[config.mk]
export PLATFORM = sky130hd
export DESIGN_NAME = button_event_detector
export DESIGN_NICKNAME = d
export VERILOG_FILES = /design/src/hw/rtl/bed_pkg.sv /design/src/hw/rtl/button_event_detector.sv /design/src/hw/rtl/bed_cfg_regs.sv /design/src/hw/rtl/bed_tick_logic.sv
export SDC_FILE = /design/constraint.sdc
export NUM_CORES = 1
export LEC_CHECK = 0
export ABC_AREA = 1
export BUFFER_PORTS_ARGS = -buffer_cell sky130_fd_sc_hd__buf_2
export CORE_UTILIZATION = 50
export DETAILED_ROUTE_END_ITERATION = 10
export PLACE_DENSITY = 0.73
export SYNTH_ARGS = -nofsm -noshare
export SYNTH_HDL_FRONTEND = slang
export SYNTH_SLANG_ARGS = --single-unit
[constraint.sdc]
create_clock -name i_clk -period 4.9 [get_ports i_clk]
set_clock_uncertainty 0.1 [all_clocks]
set_input_delay 0.49 -clock i_clk [delete_from_list [all_inputs] [get_ports i_clk]]
set_output_delay 0.49 -clock i_clk [all_outputs]
set_load 0.01 [all_outputs]
[src/hw/rtl/bed_pkg.sv]
// ----------------------------------------------------------------------------
// bed_pkg: shared types and constants for the button event detector
// Widths of the counters, register indexes, event codes and the structs that
// carry configuration and detector state between modules.
// ----------------------------------------------------------------------------
package bed_pkg;

    // counter widths
    localparam int TICK_W  = 16;
    localparam int COUNT_W = 8;
    localparam int WIN_W   = TICK_W + 1;

    // configuration port
    localparam int CFG_W = 16;
    localparam int IDX_W = 3;

    // result fields
    localparam int EV_W    = 3;
    localparam int TOTAL_W = 8;

    // compare width wide enough for every counter against every register
    localparam int CMP_W  = ((WIN_W > CFG_W) ? WIN_W : CFG_W) + 1;
    localparam int TOTX_W = (COUNT_W > TOTAL_W) ? COUNT_W : TOTAL_W;

    typedef enum logic [IDX_W-1:0] {
        REG_DEBOUNCE = 3'd0,
        REG_HOLD     = 3'd1,
        REG_WINDOW   = 3'd2,
        REG_ACTIVE   = 3'd3,
        REG_RUN      = 3'd4
    } t_reg_idx;

    typedef enum logic [EV_W-1:0] {
        EV_NONE    = 3'd0,
        EV_PRESS   = 3'd1,
        EV_MULTI   = 3'd2,
        EV_LONG    = 3'd3,
        EV_RELEASE = 3'd4
    } t_event;

    typedef struct packed {
        logic [CFG_W-1:0] debounce;
        logic [CFG_W-1:0] hold;
        logic [CFG_W-1:0] click_window;
        logic             active_level;
        logic             run_enable;
    } t_cfg;

    typedef struct packed {
        logic               key_down;
        logic [TICK_W-1:0]  level;
        logic [COUNT_W-1:0] clicks;
        logic [WIN_W-1:0]   window;
    } t_state;

    // Clamp the click count to the width of the result field.
    function automatic logic [TOTAL_W-1:0] sat_total(input logic [COUNT_W-1:0] clicks);
        logic [TOTX_W-1:0] wide;
        logic [TOTX_W-1:0] cap;
        wide = TOTX_W'(clicks);
        cap  = TOTX_W'({TOTAL_W{1'b1}});
        return (wide > cap) ? {TOTAL_W{1'b1}} : TOTAL_W'(wide);
    endfunction

endpackage

[src/hw/rtl/button_event_detector.sv]
// ----------------------------------------------------------------------------
// button_event_detector: debounced press, multi press, long press, release
// One sampled pin level in, one event item out per tick.
//
//   channel | handshake                  | payload
//   --------+----------------------------+-------------------------------
//   input   | i_in_valid  / o_in_ready   | i_pin_level
//   output  | o_out_valid / i_out_ready  | o_event_code, o_click_total
//   config  | i_cfg_valid / o_cfg_ready  | i_cfg_index, i_cfg_data
//
// An item waits in the input register and moves on into the result register
// when it is free or drains: one item per cycle unless the output stalls.
// The detector state updates as an item moves into the result register.
// Reset clears valids, state and loads register defaults; config is always
// ready. A stalled output holds its item while one more item waits in the
// input register.
// ----------------------------------------------------------------------------
module button_event_detector (
    input  logic                        i_clk,
    input  logic                        i_rst_n,
    input  logic                        i_in_valid,
    output logic                        o_in_ready,
    input  logic                        i_pin_level,
    output logic                        o_out_valid,
    input  logic                        i_out_ready,
    output logic [bed_pkg::EV_W-1:0]    o_event_code,
    output logic [bed_pkg::TOTAL_W-1:0] o_click_total,
    input  logic                        i_cfg_valid,
    output logic                        o_cfg_ready,
    input  logic [bed_pkg::IDX_W-1:0]   i_cfg_index,
    input  logic [bed_pkg::CFG_W-1:0]   i_cfg_data
);
    import bed_pkg::*;

    t_cfg                cfg;
    logic                cfg_clear;
    t_state              r_state;
    t_state              tick_state;
    t_event              tick_event;
    logic [TOTAL_W-1:0]  tick_total;
    logic                r_in_valid;
    logic                r_in_pin;
    logic                r_out_valid;
    t_event              r_out_event;
    logic [TOTAL_W-1:0]  r_out_total;
    logic                advance;

    assign o_cfg_ready = 1'b1;

    bed_cfg_regs u_cfg (
        .i_clk      (i_clk),
        .i_rst_n    (i_rst_n),
        .i_wr_en    (i_cfg_valid),
        .i_wr_index (i_cfg_index),
        .i_wr_data  (i_cfg_data),
        .o_cfg      (cfg),
        .o_clear    (cfg_clear)
    );

    // Move the waiting item on when the result register is free or drains.
    assign advance    = r_in_valid && (!r_out_valid || i_out_ready);
    assign o_in_ready = !r_in_valid || advance;

    // Hold the sampled level of the next item.
    always_ff @(posedge i_clk) begin
        if (!i_rst_n) begin
            r_in_valid <= 1'b0;
        end else if (o_in_ready) begin
            r_in_valid <= i_in_valid;
        end
    end

    always_ff @(posedge i_clk) begin
        if (o_in_ready && i_in_valid) begin
            r_in_pin <= i_pin_level;
        end
    end

    bed_tick_logic u_tick (
        .i_cfg         (cfg),
        .i_state       (r_state),
        .i_pin_level   (r_in_pin),
        .o_state       (tick_state),
        .o_event       (tick_event),
        .o_click_total (tick_total)
    );

    // Advance detector state per item; a run register write clears it.
    always_ff @(posedge i_clk) begin
        if (!i_rst_n || cfg_clear) begin
            r_state <= '0;
        end else if (advance) begin
            r_state <= tick_state;
        end
    end

    // Result register.
    always_ff @(posedge i_clk) begin
        if (!i_rst_n) begin
            r_out_valid <= 1'b0;
        end else if (advance) begin
            r_out_valid <= 1'b1;
        end else if (i_out_ready) begin
            r_out_valid <= 1'b0;
        end
    end

    always_ff @(posedge i_clk) begin
        if (advance) begin
            r_out_event <= tick_event;
            r_out_total <= tick_total;
        end
    end

    assign o_out_valid   = r_out_valid;
    assign o_event_code  = r_out_event;
    assign o_click_total = r_out_total;

    // State stays cleared while the detector is stopped.
    a_idle_clear: assert property (@(posedge i_clk) disable iff (!i_rst_n)
        !cfg.run_enable |-> (r_state == '0))
        else $error("detector state changed while stopped");

    // A press is always the first click, a multi press a later one.
    a_press_total: assert property (@(posedge i_clk) disable iff (!i_rst_n)
        (o_out_valid && (r_out_event == EV_PRESS)) |-> (o_click_total == TOTAL_W'(1)))
        else $error("press reported with click total other than one");

    a_multi_total: assert property (@(posedge i_clk) disable iff (!i_rst_n)
        (o_out_valid && (r_out_event == EV_MULTI)) |-> (o_click_total > TOTAL_W'(1)))
        else $error("multi press reported with click total below two");

    // A waiting item is never dropped while the output stalls.
    a_in_hold: assert property (@(posedge i_clk) disable iff (!i_rst_n)
        (r_in_valid && !advance) |=> (r_in_valid && $stable(r_in_pin)))
        else $error("waiting input item lost");

endmodule

[src/hw/rtl/bed_cfg_regs.sv]
// ----------------------------------------------------------------------------
// bed_cfg_regs: configuration register file
// Holds the five control registers and flags a write to the run register,
// which clears the detector state.
// ----------------------------------------------------------------------------
module bed_cfg_regs (
    input  logic                      i_clk,
    input  logic                      i_rst_n,
    input  logic                      i_wr_en,
    input  logic [bed_pkg::IDX_W-1:0] i_wr_index,
    input  logic [bed_pkg::CFG_W-1:0] i_wr_data,
    output bed_pkg::t_cfg             o_cfg,
    output logic                      o_clear
);
    import bed_pkg::*;

    t_cfg r_cfg;

    // Decode the index and update the addressed register.
    always_ff @(posedge i_clk) begin
        if (!i_rst_n) begin
            r_cfg.debounce     <= CFG_W'(20);
            r_cfg.hold         <= CFG_W'(1000);
            r_cfg.click_window <= '0;
            r_cfg.active_level <= 1'b0;
            r_cfg.run_enable   <= 1'b0;
        end else if (i_wr_en) begin
            unique case (t_reg_idx'(i_wr_index))
                REG_DEBOUNCE: r_cfg.debounce     <= i_wr_data;
                REG_HOLD:     r_cfg.hold         <= i_wr_data;
                REG_WINDOW:   r_cfg.click_window <= i_wr_data;
                REG_ACTIVE:   r_cfg.active_level <= i_wr_data[0];
                REG_RUN:      r_cfg.run_enable   <= i_wr_data[0];
                default: ;
            endcase
        end
    end

    assign o_cfg   = r_cfg;
    assign o_clear = i_wr_en && (t_reg_idx'(i_wr_index) == REG_RUN);

endmodule

[src/hw/rtl/bed_tick_logic.sv]
// ----------------------------------------------------------------------------
// bed_tick_logic: per-tick next state and event
// Window aging, debounce counting, press / multi press, release and long
// press detection for one sampled pin level.
// ----------------------------------------------------------------------------
module bed_tick_logic (
    input  bed_pkg::t_cfg                  i_cfg,
    input  bed_pkg::t_state                i_state,
    input  logic                           i_pin_level,
    output bed_pkg::t_state                o_state,
    output bed_pkg::t_event                o_event,
    output logic [bed_pkg::TOTAL_W-1:0]    o_click_total
);
    import bed_pkg::*;

    t_state n_state;
    t_event n_event;
    logic   active;

    assign active = (i_pin_level == i_cfg.active_level);

    always_comb begin
        n_state = i_state;
        n_event = EV_NONE;
        if (i_cfg.run_enable) begin
            // age the click window; drop the count once the window has passed
            if (n_state.clicks != '0) begin
                if (n_state.window != '1) begin
                    n_state.window = n_state.window + WIN_W'(1);
                end
                if (CMP_W'(n_state.window) > CMP_W'(i_cfg.click_window)) begin
                    n_state.clicks = '0;
                    n_state.window = '0;
                end
            end
            if (!n_state.key_down) begin
                // accumulate pressed samples, fire press at the debounce count
                if (active) begin
                    if (CMP_W'(n_state.level) >= CMP_W'(i_cfg.debounce)) begin
                        n_state.key_down = 1'b1;
                        n_state.level    = '0;
                        if (n_state.clicks != '1) begin
                            n_state.clicks = n_state.clicks + COUNT_W'(1);
                        end
                        n_state.window = '0;
                        n_event = (n_state.clicks > COUNT_W'(1)) ? EV_MULTI : EV_PRESS;
                    end
                    if (n_state.level != '1) begin
                        n_state.level = n_state.level + TICK_W'(1);
                    end
                end
            end else begin
                // held: release on level change, long press on reaching hold
                if (!active) begin
                    n_state.key_down = 1'b0;
                    n_state.level    = '0;
                    n_event          = EV_RELEASE;
                end else if (n_state.level != '1) begin
                    n_state.level = n_state.level + TICK_W'(1);
                    if (CMP_W'(n_state.level) == CMP_W'(i_cfg.hold)) begin
                        n_event = EV_LONG;
                    end
                end
            end
        end
    end

    assign o_state       = n_state;
    assign o_event       = n_event;
    assign o_click_total = sat_total(n_state.clicks);

endmodule

After elaboration in Yosys (flattened, before gate mapping)
Index checks and enable logic that the tools add are counted.
- bits of input ports: 25
- flip-flop bits (word level): 106
- bits in latches: 0
- memories: 0
- bits in writable memories: 0
- bits in read-only memories: 0
- multipliers: 0
- add/sub/neg operators: 4
- reduce and logical (&&, ||, !) cells: 20
- $lt $le $gt $ge: 4
- muxes and demuxes: 32
- divide/modulo/power cells: 0
- bitwise logic cells: 0
- shift operators: 0
- equality and inequality tests: 11
- operators by type and width (operator ; count):
    42-bit two-way mux ; 5
    25-bit two-way mux ; 5
    17-bit two-way mux ; 4
    16-bit two-way mux ; 3
    8-bit two-way mux ; 5
    16-bit by 1-bit adder with 16-bit output, second input constant ; 2
    16-bit inequality test, second input constant ; 2
    17-bit by 1-bit adder with 17-bit output, second input constant ; 1
    17-bit by 16-bit greater-than comparator with 1-bit output ; 1
    17-bit inequality test, second input constant ; 1
    16-bit equality test ; 1
    16-bit >= comparator ; 1
    3-bit two-way mux ; 5
    2-bit AND reduction ; 6
    8-bit by 1-bit adder with 8-bit output, second input constant ; 1
    8-bit by 1-bit greater-than comparator with 1-bit output, second input constant ; 1
    8-bit greater-than comparator, second input constant ; 1
    8-bit inequality test, second input constant ; 1
    8-bit nonzero test ; 1
    3-bit by 2-bit equality test with 1-bit output, second input constant ; 2
    2-bit two-way mux ; 2
    4-bit AND reduction ; 1
    2-bit nonzero test ; 2
    3-bit by 1-bit equality test with 1-bit output, second input constant ; 1
    other kinds (8) ; 16

Logic depth before layout (Yosys ltp)
Gate-level depths: netlist of run 1.
- word-level depth: 24
- depth in mapped cells: 35

By module
From an unflattened synthesis of run 1, not the netlist that was laid out.
- cells, all modules: 1263
- area total of the unflattened synthesis: 8003.9 um^2
- modules (own cells, without submodules) (module ; sequential area each (um^2) ; instances ; area an instance (um^2) ; cells each):
    bed_tick_logic ; 0.0 ; 1 ; 3617.2 ; 665
    button_event_detector ; 1241.2 ; 1 ; 2336.0 ; 303
    bed_cfg_regs ; 1001.0 ; 1 ; 2050.7 ; 295

Least setup slack after synthesis of run 1
Ideal clock, no wire load.
- path type: register -> register
- from: reg r_state[0] (netlist name)
- to: reg r_out_event[1] (netlist: o_event_code[1]), data pin
- data arrival time: 3.635 ns
- clock period less this slack: 3.989 ns
- setup time: 0.254 ns
- path slack: 0.911 ns
- path buffers: 0
- data required time: 4.546 ns
- cell stages (with the launch flop): 33
- cell sequence: dfxtp_1 ha_1 inv_1 nor2_1 nand2_1 nor2_2 nand2_2 nand2_1 nor2_2 nand2_1 nor2_2 nand3_1 xnor2_1 ha_1 a21oi_1 o21bai_1 nor3_1 nand2_1 nand2_2 inv_2 nor2_1 ha_1 nand2_1 inv_1 nand3_1 inv_1 nand2_1 nand2_1 nand3_1 nor2_1 nand2_1 nand2_1 nand2_1
- word-level cells in the longest chain between the ends: 19
- elaborated cells on any way between the ends: 21
- those cells by class: add/sub (2); order compare (2); eq/ne (2); mux (15)
- ends and longest elaborated chain (what ; line ; source):
    start, declared ; button_event_detector.sv:37 ; t_state r_state;
    start signal, assigned ; button_event_detector.sv:93 ; r_state <= tick_state;
    17-bit by 1-bit adder with 17-bit output / 17-bit inequality test (equally long branches) ; bed_tick_logic.sv:29, bed_tick_logic.sv:28 ;
    17-bit two-way mux * ; bed_tick_logic.sv:28 ; if (n_state.window != '1) begin
    17-bit two-way mux * ; bed_tick_logic.sv:27 ; if (n_state.clicks != '0) begin
    17-bit two-way mux * ; bed_tick_logic.sv:25 ; if (i_cfg.run_enable) begin
    17-bit by 16-bit greater-than comparator with 1-bit output * ; bed_tick_logic.sv:31 ; if (CMP_W'(n_state.window) > CMP_W'(i_cfg.click_window)) begin
    25-bit two-way mux * ; bed_tick_logic.sv:31 ;
    25-bit two-way mux * ; bed_tick_logic.sv:27 ;
    25-bit two-way mux * ; bed_tick_logic.sv:25 ;
    [... 3 more ...] ; -- ;
    8-bit two-way mux * ; bed_tick_logic.sv:38 ; if (active) begin
    8-bit two-way mux * ; bed_tick_logic.sv:36 ; if (!n_state.key_down) begin
    8-bit two-way mux * ; bed_tick_logic.sv:25 ;
    8-bit by 1-bit greater-than comparator with 1-bit output * ; bed_tick_logic.sv:46 ; n_event = (n_state.clicks > COUNT_W'(1)) ? EV_MULTI : EV_PRESS;
    2-bit two-way mux * ; bed_tick_logic.sv:46 ;
    3-bit two-way mux * ; bed_tick_logic.sv:39 ; if (CMP_W'(n_state.level) >= CMP_W'(i_cfg.debounce)) begin
    3-bit two-way mux * ; bed_tick_logic.sv:38 ;
    3-bit two-way mux * ; bed_tick_logic.sv:36 ;
    end signal, assigned ; button_event_detector.sv:110 ; r_out_event <= tick_event;
    end, declared ; button_event_detector.sv:44 ; t_event r_out_event;
Every way passes the cells marked *; elsewhere a longest branch is shown, timed or not. The select of a mux whose other input is x is not followed.
A chain may end at the register's enable or synchronous reset.

Worst setup path after layout of run 1
Same ends and word-level chain as after synthesis.

==> results of run 1 <==
## final timing paths
check	from	endpoint	slack, ps	cells after the start
worst max-delay path	r_state[0]	o_event_code[1]	430	33
worst min-delay path	i_pin_level	r_in_pin	210	1
worst max register to register	r_state[0]	o_event_code[1]	430	33
worst min register to register	u_cfg.o_cfg[2]	u_cfg.o_cfg[2]	350	2
## power groups by stage
stage | sequential, mW | combinational [mW] | clock [mW]
floorplan | 0.928 | 0.118 | 0
CTS | 0.909 | 0.173 | 0.789
global route | 0.912 | 0.200 | 0.817
global placement | 0.930 | 0.171 | 0
finish | 0.909 | 0.176 | 0.773
detailed placement | 0.930 | 0.172 | 0
## layout make-up
cell class                      count  area, um2  share of cell area [%]
Sequential cell                   106       2240                    29.6
Tap cell                          176        220                    2.91
Inverter                          139        524                    6.92
Clock inverter                      4       58.8                   0.776
Multi-Input combinational cell    742       4030                    53.2
Timing Repair Buffer               45        245                    3.24
Clock buffer                       11        254                    3.35
## per-layer routing
layer	vias to the layer above	global-route usage (%)
met4	0	7.27
met3	21	4.42
met1	2980	31.6
met5	-	0
met2	159	47.2
li1	3413	-
## worst max-delay path, delay by kind of cell (launching register included)
kind	cells	cell delay, ps
AND/OR/NAND/NOR	25	2690
adder cells (fa/ha/maj)	3	700
buffers and inverters	5	390
flip-flops	1	330
## flip-flops by register name, summed over array words and instances, names as in the netlist
signal,count
u_cfg.o_cfg,50
r_state,42
o_click_total,8
o_event_code,3
o_out_valid,1
r_in_pin,1
r_in_valid,1
## kinds of logic (layout without fill, tap and decap cells)
group,count (synthesis),after routing,share of synthesized area (%)
XOR/XNOR,32,32,4.15
AND/OR/NAND/NOR,446,446,29.5
flip-flops,106,106,32.3
other,1,1,0.0541
AO/OA/AOI/OAI,227,227,17.2
adder cells (fa/ha/maj),36,36,6.50
buffers and inverters,175,199,10.3
## Yosys cell counts, types with 6 or more instances
| cell type | count |
|---|---|
| nand2_1 | 211 |
| inv_1 | 126 |
| a21oi_1 | 108 |
| dfxtp_1 | 94 |
| nor2_1 | 91 |
| o21ai_0 | 82 |
| nand3_1 | 59 |
| ha_1 | 36 |
| clkbuf_1 | 24 |
| nand4_1 | 24 |
| xor2_1 | 23 |
| o21ai_1 | 14 |
| nor2_2 | 13 |
| edfxtp_1 | 12 |
| nor3_1 | 12 |
| inv_2 | 8 |
| xnor2_1 | 8 |
| a31oi_1 | 7 |
| nor3_2 | 6 |
## metrics by stage
step	worst slack [ps]	area, um2	hold WS (ps)
6_report	430	7580	210
5_1_grt	11.4	7580	204
4_1_cts	334	7520	199
3_5_place_dp	388	7210	347
3_3_place_gp	485	7210	342
2_1_floorplan	911	6930	328
==> impl_metrics.yaml, run 1 <==
status:
  status: "finished clean"
routing:
  drt-initial-drc-count: 577
  wl_um: 17500
  wl_met3_um: 729
  via_per_inst: 5.37
  wl_met1_um: 7830
  antenna_left: 0
  route.met2.wl_um: 8690
  via_count: 6573
  wire_per_inst_um: 14.3
  drcViolationCount: 0
  routed.top_layer: "met4"
  dr.pass1.iters: 6
cts:
  clock_path_buffers: 2
  clk_latency_ps: 360
  cts_root_buf: "clkbuf_16"
  clk_transition_reported_paths_ps: 70
  clock-sinks: 106
  cts_buffers: 9
  cts_max_level: 3
  tritoncts: "yes"
  cts_resized: 0
  holdBufCountCts: 0
  post_cts_buffers: 0
synth:
  synth.area.top_cells: "dfxtp_1 (27%), nand2_1 (11%), a21oi_1 (7.8%), inv_1 (6.8%), ha_1 (6.5%)"
  synthCells: 1023
  ys_async_sr_fraction_pct: 0
  ys_seq_area_share_pct: 32.3
  synth_area_leader_cell: "dfxtp_1"
  ys_ff_latch: 106
  synth_area_um2: 6930
  yosysWarnings: 0
  synth_top_area_share_pct: 27.1
  syn_nets: 1084
  synth.distinct_cells: 50
  ys.flop_type: "dfxtp_1"
  synth.avg_cell_area_um2: 6.78
  synth-edff-count: 12
grt:
  grt_first_pass_wirelength_um: 29900
  grt.total_usage_pct: 26.1
  grt_antenna_before_repair: 0
  grt_overflow_total: 0
  grt_start_max_net_pins: 52
  grt_pass1_vias: 6136
power:
  p_sw_mw: 0.476
  power_density_nw_per_um2: 245
  cellLeakagePower_nw: 3.16
  p_comb_share_pct: 9.5
  power.share.clock_pct: 41.6
  power_mw: 1.86
  irDropWorstVdd_v: 0.000219
  switching_share_pct: 25.6
  intPower_mw: 1.38
  seq_power_share_pct: 48.9
setup_path:
  arrival_ps: 4480
  cp_max_fo: 7
  endpoint_kind: "flop"
  crit_top_cell: "nand2_1"
  critPathRequiredTime_ps: 4910
  path_class: "reg2reg"
  critical_path.slowest_cell: "dfxtp_1"
  crit_path_start_kind: "flop"
  cp_slowest_stage_delay_ps: 330
layout:
  layout_commonest_cell: "nand2_1"
  utilization_pct: 56.6
  nNetsFinal: 1104
  fillers: 1310
  drive_above_1_share_pct: 11.1
  syn2layout_area_growth_pct: 9.29
  layoutNonFillerInstCount: 1223
  layout_common_cells: "nand2_1 (210), inv_1 (125), a21oi_1 (108)"
  n_antenna_cell: 0
sta:
  finalCriticalPeriod_ps: 4470
  worst_slew_pin_slew_ps: 1010
  setup_viol: 0
  hold_viol: 0
  clock.fmax_mhz: 224
  max-slew-margin-rel_pct: 32.8
  maxSlewViolCount: 0
  fin_crit_sh_pct: 91.2
  finalSetupTns_ps: 0
  rsz0062_at_grt: "no"
placement:
  dp_hpwl_um: 12900
  gp_congestion: 0.949
  dp.cells: 1208
  io_buffers: 37
die:
  core_um2: 13400
  die-height_um: 120
  std_cell_rows: 42
  io_pins: 39
  dieArea_um2: 14300
  start_util_pct: 51.7
  die_w_um: 120
run:
  maxCapViolations: 0
min_path:
  hold_class: "in2reg"
Note: power is estimated with default switching activity, not from simulation.
==> run 2, diff against run 1 <==
- CTS_BUF_LIST: not set -> sky130_fd_sc_hd__clkbuf_16
- RECOVER_POWER: not set -> 25
==> run 2 against run 1 <==
  * The run now ends with max-capacitance violations, max-slew violations left
  * Combinational power about the same
  * Power down 0.17%
  * Fmax is 0.19% lower
  * Critical path type unchanged
==> impl_metrics.yaml, run 2 (synthesized netlist as in run 1, its figures left out) <==
placement:
  dp.cells: 1208
  io_buffers: 37
  gp_congestion: 0.949
  postPlaceCellArea_um2: 7210
  dp_hpwl_um: 12900
setup_path:
  critPathRequiredTime_ps: 4910
  crit_top_cell: "nand2_1"
  path_class: "reg2reg"
  r2r_setup_slack_ps: 420
  critical_path.slowest_cell: "dfxtp_1"
  r2r-start: "r_state[0]"
  crit_path_start_kind: "flop"
  cp_max_fo: 7
  cp_slowest_stage_delay_ps: 330
  rr_endpoint: "o_event_code[1]"
  endpoint_kind: "flop"
  arrival_ps: 4490
  reg2reg_depth: 33
power:
  cellLeakagePower_nw: 3.11
  p_comb_share_pct: 9.4
  switching_share_pct: 25.7
  power.share.clock_pct: 41.6
  irDropWorstVdd_v: 0.000220
  p_sw_mw: 0.476
  power_density_nw_per_um2: 246
  seq_power_share_pct: 49.0
  intPower_mw: 1.38
routing:
  drcViolationCount: 0
  wire_per_inst_um: 14.3
  via_per_inst: 5.41
  drt-initial-drc-count: 535
  dr.pass1.iters: 6
  via_count: 6622
  antenna_left: 0
  wl_um: 17500
layout:
  n_antenna_cell: 0
  multiInputGateArea_um2: 4030
  finalInstanceArea_um2: 7550
  largest_reg_flops: 50
  drive_above_1_share_pct: 9.65
  final-seq-area_um2: 2240
  utilization_pct: 56.3
  layout_commonest_cell: "nand2_1"
  layoutNonFillerInstCount: 1223
  syn2layout_area_growth_pct: 8.90
  fillers: 1319
  nNetsFinal: 1104
  layout_common_cells: "nand2_1 (210), inv_1 (126), a21oi_1 (108)"
grt:
  grt_first_pass_wirelength_um: 29900
  grt_pass1_vias: 6145
  grt_overflow_total: 0
  grt_start_max_net_pins: 52
  grt_antenna_before_repair: 0
  grt.total_usage_pct: 26.1
cts:
  clock-sinks: 106
  cts_root_buf: "clkbuf_16"
  clk_transition_reported_paths_ps: 70
  tritoncts: "yes"
  holdBufCountCts: 0
  cts_buffers: 9
  clock_path_buffers: 2
  clk_latency_ps: 360
  cts_max_level: 3
sta:
  hold_viol: 0
  max-slew-margin-rel_pct: -19.7
  maxSlewViolCount: 52
  setup_viol: 0
  finalCriticalPeriod_ps: 4480
  finalSetupTns_ps: 0
  worst_slew_pin_slew_ps: 1790
  fin_crit_sh_pct: 91.4
  rsz0062_at_grt: "no"
  clock.fmax_mhz: 223
run:
  maxCapViolations: 1
die:
  io_pins: 39
  start_util_pct: 51.7
  dieArea_um2: 14300
  die_w_um: 120
  std_cell_rows: 42
  core_um2: 13400
  die-height_um: 120
status:
  status: "finished, violations left"
  violations: "max-capacitance violations, max-slew violations"
min_path:
  holdPathStages: 1
  hold_class: "in2reg"
  hold_start: "i_pin_level"
  min_to: "r_in_pin"
==> run 2: cell count changes in the layout (fill, tap and decap cells not counted), sizes merged <==
cell    previous run  this run
clkbuf            11        24
buf               45        31
inv              136       137
==> run 2: stage by stage <==
step	hold WS, ps	setup WS (ps)	power [mW]
6_report	209	422	1.85
5_1_grt	204	11.7	1.93
4_1_cts	199	334	1.87
3_5_place_dp	347	388	1.10
3_3_place_gp	342	485	1.10
2_1_floorplan	328	911	1.05
==> run 2: critical path, delay by kind of cell, from the launching register on <==
kind,cells,cell delay [ps]
AND/OR/NAND/NOR,25,2690
adder cells (fa/ha/maj),3,700
buffers and inverters,5,400
flip-flops,1,330
==> run 2: power by group through the flow <==
stage                     Combinational (mW)  Clock (mW)  Sequential (mW)
final                                  0.174       0.771            0.909
after global routing                   0.199       0.815            0.912
after CTS                              0.173       0.787            0.909
after detailed placement               0.172           0            0.930
after global placement                 0.171           0            0.930
after floorplan                        0.118           0            0.928
==> run 2: final cells by class <==
cell class	count	share of cell area, %
inverter	139	6.94
sequential	106	29.7
tap	176	2.92
clock inverter	5	0.829
clock buffer	10	3.31
timing repair buffer	45	2.98
multi-input combinational	742	53.3
==> run 2: worst max path at each step <==
stage | startpoint | to | slack (ps) | cells after the start
CTS | r_state[0] | o_event_code[1] | 330 | 33
global route | r_state[0] | o_click_total[6] | 10 | 29
floorplan | r_state[0] | o_event_code[1] | 910 | 32
finish | r_state[0] | o_event_code[1] | 420 | 33
detailed placement | r_state[0] | o_event_code[1] | 390 | 33
global placement | r_state[0] | o_click_total[6] | 490 | 31
==> run 2: routing by layer <==
| metal | up-vias | GRT usage, % | routed length [um] |
|---|---|---|---|
| met4 | 0 | 7.27 | 251 |
| met5 | - | 0 | 0 |
| met3 | 22 | 4.37 | 754 |
| met2 | 164 | 47.2 | 8720 |
| met1 | 3014 | 31.6 | 7770 |
| li1 | 3422 | - | - |
==> run 2: repair_timing <==
| action | in CTS | in global routing |
|---|---|---|
| buffers inserted | 0 | 0 |
| endpoints found under the hold margin | 0 | 0 |
| setup endpoints to repair | 0 | 12 |
| resized for setup | 0 | 13 |
==> run 3, diff against run 2 <==
- CORE_ASPECT_RATIO: not set -> 1.1
- CORE_UTILIZATION: 50 -> 45
- PLACE_DENSITY: 0.73 -> 0.68
==> run 3 against run 2 <==
  * The flow still finishes with violations (max-capacitance violations, max-slew violations)
  * Register-to-register slack gained 40 ps
  * Power grew 1.0%
  * Hold slack is essentially flat
  * Count of clock-buffer cells in the layout fell by 1
  * Critical path depth increased by 1
  * Global-route usage fell by 2.3 points
  * Cell area is 0.63% higher
  * Highest routed layer unchanged
  * Sequential share of layout area fell by 0.17 points
  * Non-clock buffer count stayed put
  * Wire length rose by 3.3%
  * Clock power up 2%
  * Via count decreased by 0.30%
  * Largest cell class unchanged
  * Critical path type unchanged
==> impl_metrics.yaml, run 3 (synthesized netlist as in run 1, its figures left out) <==
setup_path:
  r2r_setup_slack_ps: 460
  cp_max_fo: 7
  critical_path.slowest_cell: "dfxtp_1"
  cp_slowest_stage_delay_ps: 330
  crit_top_cell: "nand2_1"
  path_class: "reg2reg"
  cp-startpoint: "r_state[0]"
  r2r-start: "r_state[0]"
  crit_end: "o_event_code[1]"
  critPathRequiredTime_ps: 4920
  arrival_ps: 4460
  rr_endpoint: "o_event_code[1]"
  reg2reg_depth: 34
  crit_path_start_kind: "flop"
  endpoint_kind: "flop"
status:
  status: "finished, violations left"
  violations: "max-capacitance violations, max-slew violations"
layout:
  n_antenna_cell: 0
  layout_commonest_cell: "nand2_1"
  utilization_pct: 50.5
  largest_reg_flops: 50
  syn2layout_area_growth_pct: 9.58
  nNetsFinal: 1104
  drive_above_1_share_pct: 10.1
  layoutNonFillerInstCount: 1244
  layout_common_cells: "nand2_1 (209), inv_1 (126), a21oi_1 (108)"
sta:
  setup_viol: 0
  max-slew-margin-rel_pct: -21.9
  finalCriticalPeriod_ps: 4440
  clock.fmax_mhz: 225
  hold_viol: 0
  worst_slew_pin_slew_ps: 1830
  fin_crit_sh_pct: 90.5
  maxSlewViolCount: 52
routing:
  via_count: 6602
  wl_um: 18100
  antenna_left: 0
  route.met2.wl_um: 8980
  wl_met1_um: 7880
  dr.pass1.iters: 6
  wl_met3_um: 763
  wire_per_inst_um: 14.5
  drt-initial-drc-count: 493
  via_per_inst: 5.31
  routed.top_layer: "met4"
  drcViolationCount: 0
cts:
  clock_path_buffers: 2
  clk_transition_reported_paths_ps: 80
  cts_buffers: 9
  tritoncts: "yes"
  clock-sinks: 106
  cts_max_level: 3
  clk_latency_ps: 370
  cts_root_buf: "clkbuf_16"
  holdBufCountCts: 0
die:
  dieArea_um2: 15900
  die_w_um: 120
  io_pins: 39
  core_um2: 15100
  die-height_um: 132
  start_util_pct: 46.1
  std_cell_rows: 47
placement:
  gp_congestion: 0.921
  dp_hpwl_um: 13500
  dp.cells: 1228
  io_buffers: 37
grt:
  grt_antenna_before_repair: 0
  grt_start_max_net_pins: 52
  grt_first_pass_wirelength_um: 29900
  grt_overflow_total: 0
  grt.total_usage_pct: 23.8
  grt_pass1_vias: 6161
run:
  maxCapViolations: 1
power:
  power_density_nw_per_um2: 247
  cellLeakagePower_nw: 3.13
  irDropWorstVdd_v: 0.000163
min_path:
  hold_class: "in2reg"
## run 3: cell count changes in the layout (fill, tap and decap cells not counted), moves of 2 or more
cell	before	now
nor2_2	11	13
inv_6	0	2
xor2_1	22	20
xor2_2	1	3
clkinv_4	2	0
clkinv_8	0	2
## run 3: area by class of cell
cell class,count,area (um2)
fillers,1566,7460
multi-input cells,742,4040
flip-flops and latches,106,2240
inverters,139,524
well taps,196,245
clock buffers,9,225
repair buffers,45,225
clock inverters,7,96.3
## run 3: what timing repair did
item / 4_1_cts / 5_1_grt
gates resized for setup: 0 / 15
endpoints found under the setup margin: 0 / 7
endpoints found under the hold margin: 0 / 0
buffers inserted: 0 / 0
## run 3: per-layer routing
metal,vias to the layer above,track usage (%)
li1,3421,-
met1,2987,29.7
met2,158,41.0
met3,36,3.07
met4,0,9.53
met5,-,0
## run 3: worst min path at each step
stage / from / end / depth (start not counted)
after floorplan: u_cfg.o_cfg[2] / u_cfg.o_cfg[2] / 2
after global placement: u_cfg.o_cfg[2] / u_cfg.o_cfg[2] / 2
after detailed placement: u_cfg.o_cfg[2] / u_cfg.o_cfg[2] / 2
after CTS: i_pin_level / r_in_pin / 1
after global routing: i_pin_level / r_in_pin / 1
final: i_pin_level / r_in_pin / 1
## run 3: metrics by stage
stage / power (mW) / hold slack, ps / area [um2] / setup TNS [ps] / setup WS (ps)
after floorplan: 1.05 / 328 / 6930 / 0 / 911
after global placement: 1.10 / 341 / 7240 / 0 / 500
after detailed placement: 1.10 / 348 / 7240 / 0 / 397
after CTS: 1.89 / 200 / 7560 / 0 / 366
after global routing: 1.94 / 204 / 7600 / -22.4 / -22.4
final: 1.87 / 210 / 7600 / 0 / 463
## run 3: critical path, delay by kind of cell (launching register included)
kind / cells / cell delay (ps)
XOR/XNOR: 1 / 160
adder cells (fa/ha/maj): 3 / 710
buffers and inverters: 4 / 360
flip-flops: 1 / 330
AND/OR/NAND/NOR: 26 / 2530
## run 3: where the power goes
| part | internal [mW] | switching, mW | total [mW] |
|---|---|---|---|
| logic | 0.0529 | 0.123 | 0.176 |
| registers | 0.897 | 0.0123 | 0.910 |
| clock network | 0.412 | 0.376 | 0.788 |
